`src/hw/rtl/tsgp_pkg.sv`:
```
// ----------------------------------------------------------------------------
// tsgp_pkg
// Shared sizes, token codes, control structs and helpers of the table grid
// placer.
// ----------------------------------------------------------------------------
package tsgp_pkg;

  // Sizing of the grid.
  localparam int MAX_COLS  = 256;
  localparam int MAX_SPAN  = 64;
  localparam int MAX_ROWS  = 1024;
  localparam int MAX_CELLS = 1024;

  // Fixed field widths of the token and placement words.
  localparam int OP_W         = 3;
  localparam int SPAN_VALUE_W = 12;
  localparam int CFG_W        = 11;
  localparam int SLOT_OUT_W   = 10;
  localparam int ROW_OUT_W    = 10;
  localparam int COL_OUT_W    = 8;
  localparam int SPAN_OUT_W   = 7;

  // Internal widths derived from the sizing.
  localparam int COL_W  = $clog2(MAX_COLS);
  localparam int CUR_W  = $clog2(MAX_COLS + 1);
  localparam int SPAN_W = $clog2(MAX_SPAN + 1);
  localparam int ROW_W  = $clog2(MAX_ROWS);
  localparam int FREE_W = $clog2(MAX_ROWS + MAX_SPAN);
  localparam int SLOT_W = $clog2(MAX_CELLS + 1);
  localparam int CMP_W  = (SLOT_W > CFG_W) ? SLOT_W : CFG_W;
  localparam int SUM_W  = ((CUR_W > SPAN_W) ? CUR_W : SPAN_W) + 1;

  typedef enum logic [OP_W-1:0] {
    OP_START_TABLE = 3'd0,
    OP_ROW_START   = 3'd1,
    OP_EMPTY_CELL  = 3'd2,
    OP_OPEN_CELL   = 3'd3,
    OP_COLSPAN     = 3'd4,
    OP_ROWSPAN     = 3'd5,
    OP_CLOSE_TAG   = 3'd6,
    OP_OTHER       = 3'd7
  } op_t;

  // Commands from the controller to the datapath.
  typedef struct packed {
    logic clear;
    logic row_start;
    logic take_slot;
    logic open_cell;
    logic set_cols;
    logic set_rows;
    logic close_cell;
    logic place_empty;
    logic place_open;
    logic scan;
    logic write;
    logic load_out;
  } tsgp_cmd_t;

  // Status from the datapath to the controller.
  typedef struct packed {
    logic row_seen;
    logic cell_open;
    logic empty_ok;
    logic close_ok;
    logic scan_found;
    logic scan_over;
    logic write_last;
  } tsgp_sts_t;

  // Clamps a parsed span attribute into 1..MAX_SPAN.
  function automatic logic [SPAN_W-1:0] clamp_span(input logic [SPAN_VALUE_W-1:0] v);
    logic [SPAN_W-1:0] r;
    if (v == '0) begin
      r = SPAN_W'(1);
    end else if (v > SPAN_VALUE_W'(MAX_SPAN)) begin
      r = SPAN_W'(MAX_SPAN);
    end else begin
      r = SPAN_W'(v);
    end
    return r;
  endfunction

endpackage

```
`src/hw/rtl/tsgp_if.sv`:
```
// ----------------------------------------------------------------------------
// tsgp_if
// Valid/ready channels for table tokens and for cell placements.
// ----------------------------------------------------------------------------
interface tsgp_token_if;
  logic                              valid;
  logic                              ready;
  logic [tsgp_pkg::OP_W-1:0]         op;
  logic [tsgp_pkg::SPAN_VALUE_W-1:0] span_value;

  modport source (output valid, output op, output span_value, input ready);
  modport sink   (input valid, input op, input span_value, output ready);
endinterface

interface tsgp_place_if;
  logic                            valid;
  logic                            ready;
  logic [tsgp_pkg::SLOT_OUT_W-1:0] slot;
  logic [tsgp_pkg::ROW_OUT_W-1:0]  row;
  logic [tsgp_pkg::COL_OUT_W-1:0]  col;
  logic [tsgp_pkg::SPAN_OUT_W-1:0] rows_spanned;
  logic [tsgp_pkg::SPAN_OUT_W-1:0] cols_spanned;
  logic                            status;

  modport source (output valid, output slot, output row, output col, output rows_spanned,
                  output cols_spanned, output status, input ready);
  modport sink   (input valid, input slot, input row, input col, input rows_spanned,
                  input cols_spanned, input status, output ready);
endinterface

```
`src/hw/rtl/tsgp_ram.sv`:
```
// ----------------------------------------------------------------------------
// tsgp_ram
// Simple dual-port RAM, one write and one registered read per cycle.
// ----------------------------------------------------------------------------
module tsgp_ram #(
  parameter int WIDTH = 8,
  parameter int DEPTH = 16
) (
  input  logic                     clk,
  input  logic                     we,
  input  logic [$clog2(DEPTH)-1:0] waddr,
  input  logic [WIDTH-1:0]         wdata,
  input  logic [$clog2(DEPTH)-1:0] raddr,
  output logic [WIDTH-1:0]         rdata
);

  logic [WIDTH-1:0] mem [DEPTH];

  always_ff @(posedge clk) begin
    if (we) begin
      mem[waddr] <= wdata;
    end
    rdata <= mem[raddr];
  end

endmodule

```
`src/hw/rtl/tsgp_ctrl.sv`:
```
// ----------------------------------------------------------------------------
// tsgp_ctrl
// Token decoder and placement sequencer of the table grid placer.
// ----------------------------------------------------------------------------
module tsgp_ctrl (
  input  logic                      clk,
  input  logic                      rst,
  input  logic                      token_valid,
  input  logic [tsgp_pkg::OP_W-1:0] op,
  output logic                      token_ready,
  input  logic                      out_ready,
  output logic                      out_valid,
  input  tsgp_pkg::tsgp_sts_t       sts,
  output tsgp_pkg::tsgp_cmd_t       cmd
);

  typedef enum logic [1:0] {
    IDLE,
    SCAN,
    WRITE,
    LOAD
  } state_t;

  state_t state;
  state_t state_next;
  logic   accept;
  logic   out_free;

  assign token_ready = (state == IDLE);
  assign accept      = token_valid && token_ready;
  assign out_free    = !out_valid || out_ready;

  always_comb begin
    cmd        = '0;
    state_next = state;
    unique case (state)
      IDLE: begin
        if (accept) begin
          case (tsgp_pkg::op_t'(op))
            tsgp_pkg::OP_START_TABLE: cmd.clear = 1'b1;
            tsgp_pkg::OP_ROW_START:   cmd.row_start = 1'b1;
            tsgp_pkg::OP_EMPTY_CELL: begin
              cmd.take_slot = 1'b1;
              if (sts.empty_ok) begin
                cmd.place_empty = 1'b1;
                state_next      = SCAN;
              end
            end
            tsgp_pkg::OP_OPEN_CELL: begin
              cmd.take_slot = 1'b1;
              cmd.open_cell = 1'b1;
            end
            tsgp_pkg::OP_COLSPAN: cmd.set_cols = sts.cell_open;
            tsgp_pkg::OP_ROWSPAN: cmd.set_rows = sts.cell_open;
            tsgp_pkg::OP_CLOSE_TAG: begin
              if (sts.cell_open) begin
                cmd.close_cell = 1'b1;
                if (sts.close_ok) begin
                  cmd.place_open = 1'b1;
                  state_next     = SCAN;
                end
              end
            end
            default: ;
          endcase
        end
      end
      SCAN: begin
        cmd.scan = 1'b1;
        if (sts.scan_found) begin
          state_next = WRITE;
        end else if (sts.scan_over) begin
          state_next = LOAD;
        end
      end
      WRITE: begin
        cmd.write = 1'b1;
        if (sts.write_last) begin
          state_next = LOAD;
        end
      end
      LOAD: begin
        if (out_free) begin
          cmd.load_out = 1'b1;
          state_next   = IDLE;
        end
      end
      default: state_next = IDLE;
    endcase
  end

  always_ff @(posedge clk) begin
    if (rst) begin
      state     <= IDLE;
      out_valid <= 1'b0;
    end else begin
      state <= state_next;
      if (cmd.load_out) begin
        out_valid <= 1'b1;
      end else if (out_ready) begin
        out_valid <= 1'b0;
      end
    end
  end

endmodule

```
`src/hw/rtl/tsgp_dp.sv`:
```
// ----------------------------------------------------------------------------
// tsgp_dp
// Grid state, column store, run scanner and placement register of the table
// grid placer.
// ----------------------------------------------------------------------------
module tsgp_dp (
  input  logic                              clk,
  input  logic                              rst,
  input  logic                              cfg_we,
  input  logic [tsgp_pkg::CFG_W-1:0]        cfg_wdata,
  input  logic [tsgp_pkg::SPAN_VALUE_W-1:0] span_value,
  input  tsgp_pkg::tsgp_cmd_t               cmd,
  output tsgp_pkg::tsgp_sts_t               sts,
  output logic [tsgp_pkg::SLOT_OUT_W-1:0]   o_slot,
  output logic [tsgp_pkg::ROW_OUT_W-1:0]    o_row,
  output logic [tsgp_pkg::COL_OUT_W-1:0]    o_col,
  output logic [tsgp_pkg::SPAN_OUT_W-1:0]   o_rows,
  output logic [tsgp_pkg::SPAN_OUT_W-1:0]   o_cols,
  output logic                              o_status
);

  localparam int COL_W  = tsgp_pkg::COL_W;
  localparam int CUR_W  = tsgp_pkg::CUR_W;
  localparam int SPAN_W = tsgp_pkg::SPAN_W;
  localparam int ROW_W  = tsgp_pkg::ROW_W;
  localparam int FREE_W = tsgp_pkg::FREE_W;
  localparam int SLOT_W = tsgp_pkg::SLOT_W;
  localparam int CMP_W  = tsgp_pkg::CMP_W;
  localparam int SUM_W  = tsgp_pkg::SUM_W;

  // Table state.
  logic [tsgp_pkg::CFG_W-1:0] cell_count;
  logic [ROW_W-1:0]           current_row;
  logic                       row_seen;
  logic [CUR_W-1:0]           cursor;
  logic [SLOT_W-1:0]          slot_ctr;
  logic                       cell_open;
  logic [SLOT_W-1:0]          cell_slot;
  logic [SPAN_W-1:0]          open_rows;
  logic [SPAN_W-1:0]          open_cols;
  logic [tsgp_pkg::MAX_COLS-1:0] col_written;

  // Placement in progress.
  logic [SLOT_W-1:0]  p_slot;
  logic [SPAN_W-1:0]  p_rs;
  logic [SPAN_W-1:0]  p_cs;
  logic [CUR_W-1:0]   run_start;
  logic [SPAN_W-1:0]  run_len;
  logic [CUR_W-1:0]   dcol;
  logic               rd_written;
  logic [COL_W-1:0]   wptr;
  logic [SPAN_W-1:0]  wcnt;
  logic [CUR_W-1:0]   res_col;
  logic               res_over;

  logic               place_start;
  logic [CUR_W-1:0]   rd_addr;
  logic [COL_W-1:0]   rd_idx;
  logic [FREE_W-1:0]  ram_q;
  logic [FREE_W-1:0]  free_row;
  logic [FREE_W-1:0]  wdata;
  logic               at_end;
  logic               blocked;
  logic               start_over;
  logic [SPAN_W-1:0]  len_inc;

  assign place_start = cmd.place_empty || cmd.place_open;
  assign rd_addr     = place_start ? cursor : dcol + CUR_W'(1);
  assign rd_idx      = (rd_addr >= CUR_W'(tsgp_pkg::MAX_COLS)) ? '0 : rd_addr[COL_W-1:0];
  assign wdata       = FREE_W'(current_row) + FREE_W'(p_rs);

  tsgp_ram #(
    .WIDTH (FREE_W),
    .DEPTH (tsgp_pkg::MAX_COLS)
  ) u_col_store (
    .clk   (clk),
    .we    (cmd.write),
    .waddr (wptr),
    .wdata (wdata),
    .raddr (rd_idx),
    .rdata (ram_q)
  );

  // A column that was never written since the table started is free from row 0.
  assign free_row   = rd_written ? ram_q : '0;
  assign at_end     = dcol >= CUR_W'(tsgp_pkg::MAX_COLS);
  assign blocked    = free_row > FREE_W'(current_row);
  assign start_over = (run_len == '0) &&
                      ((SUM_W'(dcol) + SUM_W'(p_cs)) > SUM_W'(tsgp_pkg::MAX_COLS));
  assign len_inc    = run_len + SPAN_W'(1);

  always_comb begin
    sts.row_seen   = row_seen;
    sts.cell_open  = cell_open;
    sts.empty_ok   = row_seen && (CMP_W'(slot_ctr) < CMP_W'(cell_count)) &&
                     (slot_ctr < SLOT_W'(tsgp_pkg::MAX_CELLS));
    sts.close_ok   = row_seen && (CMP_W'(cell_slot) < CMP_W'(cell_count)) &&
                     (cell_slot < SLOT_W'(tsgp_pkg::MAX_CELLS));
    sts.scan_over  = at_end || (!blocked && start_over);
    sts.scan_found = !at_end && !blocked && !start_over && (len_inc == p_cs);
    sts.write_last = (wcnt == p_cs - SPAN_W'(1));
  end

  // Control state of the table.
  always_ff @(posedge clk) begin
    if (rst || cmd.clear) begin
      current_row <= '0;
      row_seen    <= 1'b0;
      cursor      <= '0;
      slot_ctr    <= '0;
      cell_open   <= 1'b0;
      cell_slot   <= '0;
      open_rows   <= SPAN_W'(1);
      open_cols   <= SPAN_W'(1);
      col_written <= '0;
    end else begin
      if (cmd.row_start) begin
        if (!row_seen) begin
          row_seen    <= 1'b1;
          current_row <= '0;
        end else if (current_row < ROW_W'(tsgp_pkg::MAX_ROWS - 1)) begin
          current_row <= current_row + ROW_W'(1);
        end
        cursor    <= '0;
        cell_open <= 1'b0;
      end
      if (cmd.take_slot && (slot_ctr < SLOT_W'(tsgp_pkg::MAX_CELLS))) begin
        slot_ctr <= slot_ctr + SLOT_W'(1);
      end
      if (cmd.open_cell) begin
        cell_open <= 1'b1;
        cell_slot <= slot_ctr;
        open_rows <= SPAN_W'(1);
        open_cols <= SPAN_W'(1);
      end
      if (cmd.set_cols) begin
        open_cols <= tsgp_pkg::clamp_span(span_value);
      end
      if (cmd.set_rows) begin
        open_rows <= tsgp_pkg::clamp_span(span_value);
      end
      if (cmd.close_cell) begin
        cell_open <= 1'b0;
      end
      if (cmd.scan && sts.scan_found) begin
        cursor <= CUR_W'(SUM_W'(run_start) + SUM_W'(p_cs));
      end
      if (cmd.write) begin
        col_written[wptr] <= 1'b1;
      end
    end
  end

  always_ff @(posedge clk) begin
    if (rst) begin
      cell_count <= '0;
    end else if (cfg_we) begin
      cell_count <= cfg_wdata;
    end
  end

  // Run scanner and claim writer.
  always_ff @(posedge clk) begin
    rd_written <= col_written[rd_idx];
    if (place_start) begin
      p_slot    <= cmd.place_empty ? slot_ctr : cell_slot;
      p_rs      <= cmd.place_empty ? SPAN_W'(1) : open_rows;
      p_cs      <= cmd.place_empty ? SPAN_W'(1) : open_cols;
      run_start <= cursor;
      run_len   <= '0;
      dcol      <= cursor;
    end
    if (cmd.scan) begin
      dcol <= dcol + CUR_W'(1);
      if (blocked) begin
        run_start <= dcol + CUR_W'(1);
        run_len   <= '0;
      end else begin
        run_len <= len_inc;
      end
      if (sts.scan_found) begin
        wptr     <= run_start[COL_W-1:0];
        wcnt     <= '0;
        res_col  <= run_start;
        res_over <= 1'b0;
      end else if (sts.scan_over) begin
        res_col  <= '0;
        res_over <= 1'b1;
      end
    end
    if (cmd.write) begin
      wptr <= wptr + COL_W'(1);
      wcnt <= wcnt + SPAN_W'(1);
    end
    if (cmd.load_out) begin
      o_slot   <= tsgp_pkg::SLOT_OUT_W'(p_slot);
      o_row    <= tsgp_pkg::ROW_OUT_W'(current_row);
      o_col    <= tsgp_pkg::COL_OUT_W'(res_col);
      o_rows   <= tsgp_pkg::SPAN_OUT_W'(p_rs);
      o_cols   <= tsgp_pkg::SPAN_OUT_W'(p_cs);
      o_status <= res_over;
    end
  end

endmodule

```
`src/hw/rtl/table_span_grid_placer.sv`:
```
// ----------------------------------------------------------------------------
// table_span_grid_placer
// Token that places nothing: taken while idle. A placed cell is accepted,
// the scan examines one column per cycle over the column store read port,
// the write back claims one spanned column per cycle, and the result is
// loaded once the output register is free; a dropped cell skips the write
// back. Synchronous reset clears table and control state; no clearing sweep.
// ----------------------------------------------------------------------------
module table_span_grid_placer (
  input  logic                       clk,
  input  logic                       rst,
  tsgp_token_if.sink                 token,
  tsgp_place_if.source               placement,
  input  logic                       cfg_we,
  input  logic [tsgp_pkg::CFG_W-1:0] cfg_wdata
);

  // The controller decodes each token word and sequences a placement through
  // scan, write back and load. The datapath owns every piece of table state.
  tsgp_pkg::tsgp_cmd_t cmd;
  tsgp_pkg::tsgp_sts_t sts;
  logic                out_valid;

  tsgp_ctrl u_ctrl (
    .clk         (clk),
    .rst         (rst),
    .token_valid (token.valid),
    .op          (token.op),
    .token_ready (token.ready),
    .out_ready   (placement.ready),
    .out_valid   (out_valid),
    .sts         (sts),
    .cmd         (cmd)
  );

  // The column store keeps, per column, the first row at which that column is
  // free again. Columns never written since the table started read as free
  // from row zero through a per-column flag that start table clears at once.
  tsgp_dp u_dp (
    .clk        (clk),
    .rst        (rst),
    .cfg_we     (cfg_we),
    .cfg_wdata  (cfg_wdata),
    .span_value (token.span_value),
    .cmd        (cmd),
    .sts        (sts),
    .o_slot     (placement.slot),
    .o_row      (placement.row),
    .o_col      (placement.col),
    .o_rows     (placement.rows_spanned),
    .o_cols     (placement.cols_spanned),
    .o_status   (placement.status)
  );

  // The placement word sits in an output register, so non-placing tokens keep
  // flowing while a result waits to be taken.
  assign placement.valid = out_valid;

  // A result is only loaded when the output register is free.
  a_load_free: assert property (@(posedge clk) disable iff (rst)
    cmd.load_out |-> (!placement.valid || placement.ready))
    else $error("placement loaded over a pending word");

  // Once a placement starts, no token is taken until it completes.
  a_busy_after_start: assert property (@(posedge clk) disable iff (rst)
    (cmd.place_empty || cmd.place_open) |=> !token.ready)
    else $error("token accepted during placement");

  // A found run is claimed in the very next cycle.
  a_found_writes: assert property (@(posedge clk) disable iff (rst)
    (cmd.scan && sts.scan_found) |=> cmd.write)
    else $error("found run not written back");

  // A loaded result is presented on the next cycle.
  a_load_valid: assert property (@(posedge clk) disable iff (rst)
    cmd.load_out |=> placement.valid)
    else $error("loaded placement not presented");

endmodule
```
`src/flat_wrapper.sv`:
```
// flat-port wrapper written by rule: the top's interface ports become plain ports
module table_span_grid_placer_flat 
  (clk, rst, cfg_we, cfg_wdata, token_valid, token_op, token_span_value, token_ready, placement_valid, placement_slot, placement_row, placement_col, placement_rows_spanned, placement_cols_spanned, placement_status, placement_ready);
  tsgp_token_if token_i ();
  tsgp_place_if placement_i ();
  input  logic clk;
  input  logic rst;
  input  logic cfg_we;
  input  logic [tsgp_pkg::CFG_W-1:0] cfg_wdata;
  input wire logic [$bits(token_i.valid)-1:0] token_valid;
  input wire logic [$bits(token_i.op)-1:0] token_op;
  input wire logic [$bits(token_i.span_value)-1:0] token_span_value;
  output wire logic [$bits(token_i.ready)-1:0] token_ready;
  output wire logic [$bits(placement_i.valid)-1:0] placement_valid;
  output wire logic [$bits(placement_i.slot)-1:0] placement_slot;
  output wire logic [$bits(placement_i.row)-1:0] placement_row;
  output wire logic [$bits(placement_i.col)-1:0] placement_col;
  output wire logic [$bits(placement_i.rows_spanned)-1:0] placement_rows_spanned;
  output wire logic [$bits(placement_i.cols_spanned)-1:0] placement_cols_spanned;
  output wire logic [$bits(placement_i.status)-1:0] placement_status;
  input wire logic [$bits(placement_i.ready)-1:0] placement_ready;
  assign token_i.valid = token_valid;
  assign token_i.op = token_op;
  assign token_i.span_value = token_span_value;
  assign token_ready = token_i.ready;
  assign placement_valid = placement_i.valid;
  assign placement_slot = placement_i.slot;
  assign placement_row = placement_i.row;
  assign placement_col = placement_i.col;
  assign placement_rows_spanned = placement_i.rows_spanned;
  assign placement_cols_spanned = placement_i.cols_spanned;
  assign placement_status = placement_i.status;
  assign placement_i.ready = placement_ready;
  table_span_grid_placer u_core (.clk(clk), .rst(rst), .token(token_i), .placement(placement_i), .cfg_we(cfg_we), .cfg_wdata(cfg_wdata));
endmodule
```
`config.mk`:
```
export PLATFORM = sky130hd
export DESIGN_NAME = table_span_grid_placer_flat
export DESIGN_NICKNAME = d
export VERILOG_FILES = /design/src/hw/rtl/tsgp_pkg.sv /design/src/hw/rtl/tsgp_if.sv /design/src/hw/rtl/tsgp_ram.sv /design/src/hw/rtl/tsgp_ctrl.sv /design/src/hw/rtl/tsgp_dp.sv /design/src/hw/rtl/table_span_grid_placer.sv /design/src/flat_wrapper.sv
export SDC_FILE = /design/constraint.sdc
export NUM_CORES = 2
export LEC_CHECK = 0
export BUFFER_PORTS_ARGS = -buffer_cell sky130_fd_sc_hd__buf_2
export CORE_ASPECT_RATIO = 1.75
export CORE_MARGIN = 2
export CORE_UTILIZATION = 36
export DETAILED_ROUTE_END_ITERATION = 10
export SYNTH_ARGS = -nofsm -noshare
export SYNTH_HDL_FRONTEND = slang
export SYNTH_HIERARCHICAL = 1
export SYNTH_SLANG_ARGS = --single-unit
```
`constraint.sdc`:
```
create_clock -name clk -period 12.7 [get_ports clk]
set_clock_uncertainty 0.1 [all_clocks]
set_input_delay 0.635 -clock clk [delete_from_list [all_inputs] [get_ports clk]]
set_output_delay 0.635 -clock clk [all_outputs]
set_load 0.05 [all_outputs]
```
==> flow_summary.yaml <==
clocking:
  htreeDepth: 5
  post_cts_buffers: 0
  cts_sinks: 3271
  cts_tree: "yes"
  clock_latency_ps: 920
  clockRootBuffer: "clkbuf_16"
  cts_made_buffers: 286
  cts_resized: 0
  cts.reportedPaths.clkPinSlew_ps: 60
  clock_path_buffers: 4
  postCtsHoldBufs: 17
critical_path:
  critPathKind: "flip-flop to flip-flop"
  regToRegEndpoint: "u_core/u_dp/u_col_store/rdata[9]"
  r2r-start: "u_core/u_dp/cell_count[1]"
  crit_path_frequent_cell: "a21o_1"
  cp.depth: 26
  endpoint: "u_core/u_dp/u_col_store/rdata[9]"
  max_stage_delay_ps: 880
  crit_family: "compound AO/OA/AOI/OAI gates"
  critPathMaxFanout: 118
  crit_path_start: "u_core/u_dp/cell_count[1]"
  cp.arrival_ps: 9740
  cp-end-kind: "flip-flop"
  worstPathRequired_ps: 13310
  cp_slowest_cell: "a311oi_2"
  path_buf_inv: 5
  r2r_slack_ps: 3570
  start_kind: "flip-flop"
  r2r_cells: 26
pwr:
  leakage_nw: 44.5
  p_sw_w: 0.00723
  peakVddDrop_uv: 123
  power_density_mw_per_mm2: 177
  swShare: 0.283
  seqPwrFrac: 0.459
  combPwrFrac: 0.195
  internal_power_w: 0.0183
  fin_total_pwr_w: 0.0256
  clock_power_share: 0.345
drt:
  wl_um: 361000
  dr.pass1.iters: 6
  wl_per_cell_um: 29.3
  viasPerCell: 5.65
  via_count: 69666
  final_antenna_net_count: 0
  drc_errors: 0
  drt-initial-drc-count: 7631
logic_synthesis:
  syn_area_mm2: 0.129
  syn_nets: 7314
  yosys_warnings: 6
  synth_cells: 7212
  synth_area_per_cell_um2: 17.8
global_route:
  grt_pass1_vias: 70958
  grt_usage: 0.195
  grt_max_degree: 205
  grt_pass1_wl_um: 516000
  gr-total-overflow: 0
  antenna_found_initial: 13
place:
  numPortBuffers: 75
  post-dp-hpwl_um: 227000
  place_congestion: 0.882
  pre_cts_ws_ps: 3640
cells_and_area:
  syn_to_final_growth_pct: 12.5
  final_common_cell: "edfxtp_1"
  drive_gt1_frac: 0.199
  fillCellCount: 31428
  fin_nets: 7529
  final_cell_mix: "2923 x edfxtp_1, 652 x nor2_1, 614 x mux4_2"
timing:
  drv_slew: 0
  max_freq_ghz: 0.110
  worstMarginPinSlew_ps: 1460
  setup_slack_ps: 3570
  setup_viol: 0
  finalSetupTns_ps: 0
  finalCritPeriodShare: 0.719
  rsz0062_at_grt: "false"
  whs_ps: 65.5
  slew_headroom: 0.0234
  fin_crit_ps: 9130
  hold_violations: 0
floorplan:
  initial_core_util: 0.362
  die_w_um: 456
  coreArea_mm2: 0.356
  dieArea_mm2: 0.363
  ios: 76
  die_h_um: 795
  std_cell_rows: 290
worst_hold_path:
  hold_start: "rst"
  holdPathStages: 2
  hp-class: "input pin to flip-flop"
run_status:
  status: "complete, no violations"
job:
  drv_cap: 0
-- area by class of cell --
class	count	area, um2	area share
sequential	3271	94700	0.654
multi-input combinational	3435	31800	0.220
clock buffer	356	7680	0.0530
tap	4672	5850	0.0404
timing repair buffer	371	2870	0.0198
clock inverter	146	1560	0.0108
inverter	62	272	0.00187
antenna	8	20.0	0.000138
-- worst min path at each step --
stage                                 end
6_report       u_core/u_dp/cell_count[10]
4_1_cts         u_core/u_dp/cell_count[5]
2_1_floorplan        u_core/u_dp/o_col[0]
3_5_place_dp        u_core/u_dp/o_slot[9]
5_1_grt        u_core/u_dp/cell_count[10]
3_3_place_gp         u_core/u_dp/o_col[1]
-- sequential cells by signal, summed over array words and instances, names as in the netlist, 9 cells and up --
signal,count
u_core/u_dp/cell_slot,11
u_core/u_dp/run_start,9
u_core/u_dp/u_col_store/mem,2816
u_core/u_dp/col_written,256
u_core/u_dp/current_row,10
u_core/u_dp/cursor,9
u_core/u_dp/o_slot,10
u_core/u_dp/p_slot,10
u_core/u_dp/cell_count,11
u_core/u_dp/slot_ctr,11
u_core/u_dp/dcol,9
u_core/u_dp/u_col_store/rdata,11
u_core/u_dp/o_row,10
-- per-stage QoR --
step                      cell area [um2]  utilization  cells
after global placement             135000        0.380  11792
after CTS                          145000        0.407  12311
after floorplan                    129000            -   7212
after detailed placement           135000        0.380  11792
after global routing               145000        0.407  12314
final                              145000        0.407  12321
-- power by group through the flow --
| stage | Clock (W) | Sequential (W) | Combinational, W |
|---|---|---|---|
| 6_report | 0.00884 | 0.0117 | 0.00500 |
| 5_1_grt | 0.00936 | 0.0117 | 0.00520 |
| 4_1_cts | 0.00900 | 0.0117 | 0.00502 |
| 3_5_place_dp | 0 | 0.0120 | 0.00500 |
| 3_3_place_gp | 0 | 0.0120 | 0.00497 |
| 2_1_floorplan | 0 | 0.0119 | 0.00319 |
-- metal layers --
| metal | GRT usage | share of wire | wire [um] | vias to the layer above |
|---|---|---|---|---|
| met5 | 0 | 0.00011 | 41 | - |
| li1 | - | - | - | 29323 |
| met2 | 0.359 | 0.53 | 193000 | 2919 |
| met1 | 0.215 | 0.34 | 123000 | 36630 |
| met3 | 0.0273 | 0.063 | 22800 | 788 |
| met4 | 0.106 | 0.061 | 22000 | 6 |
Note: power is estimated with default switching activity, not from simulation.
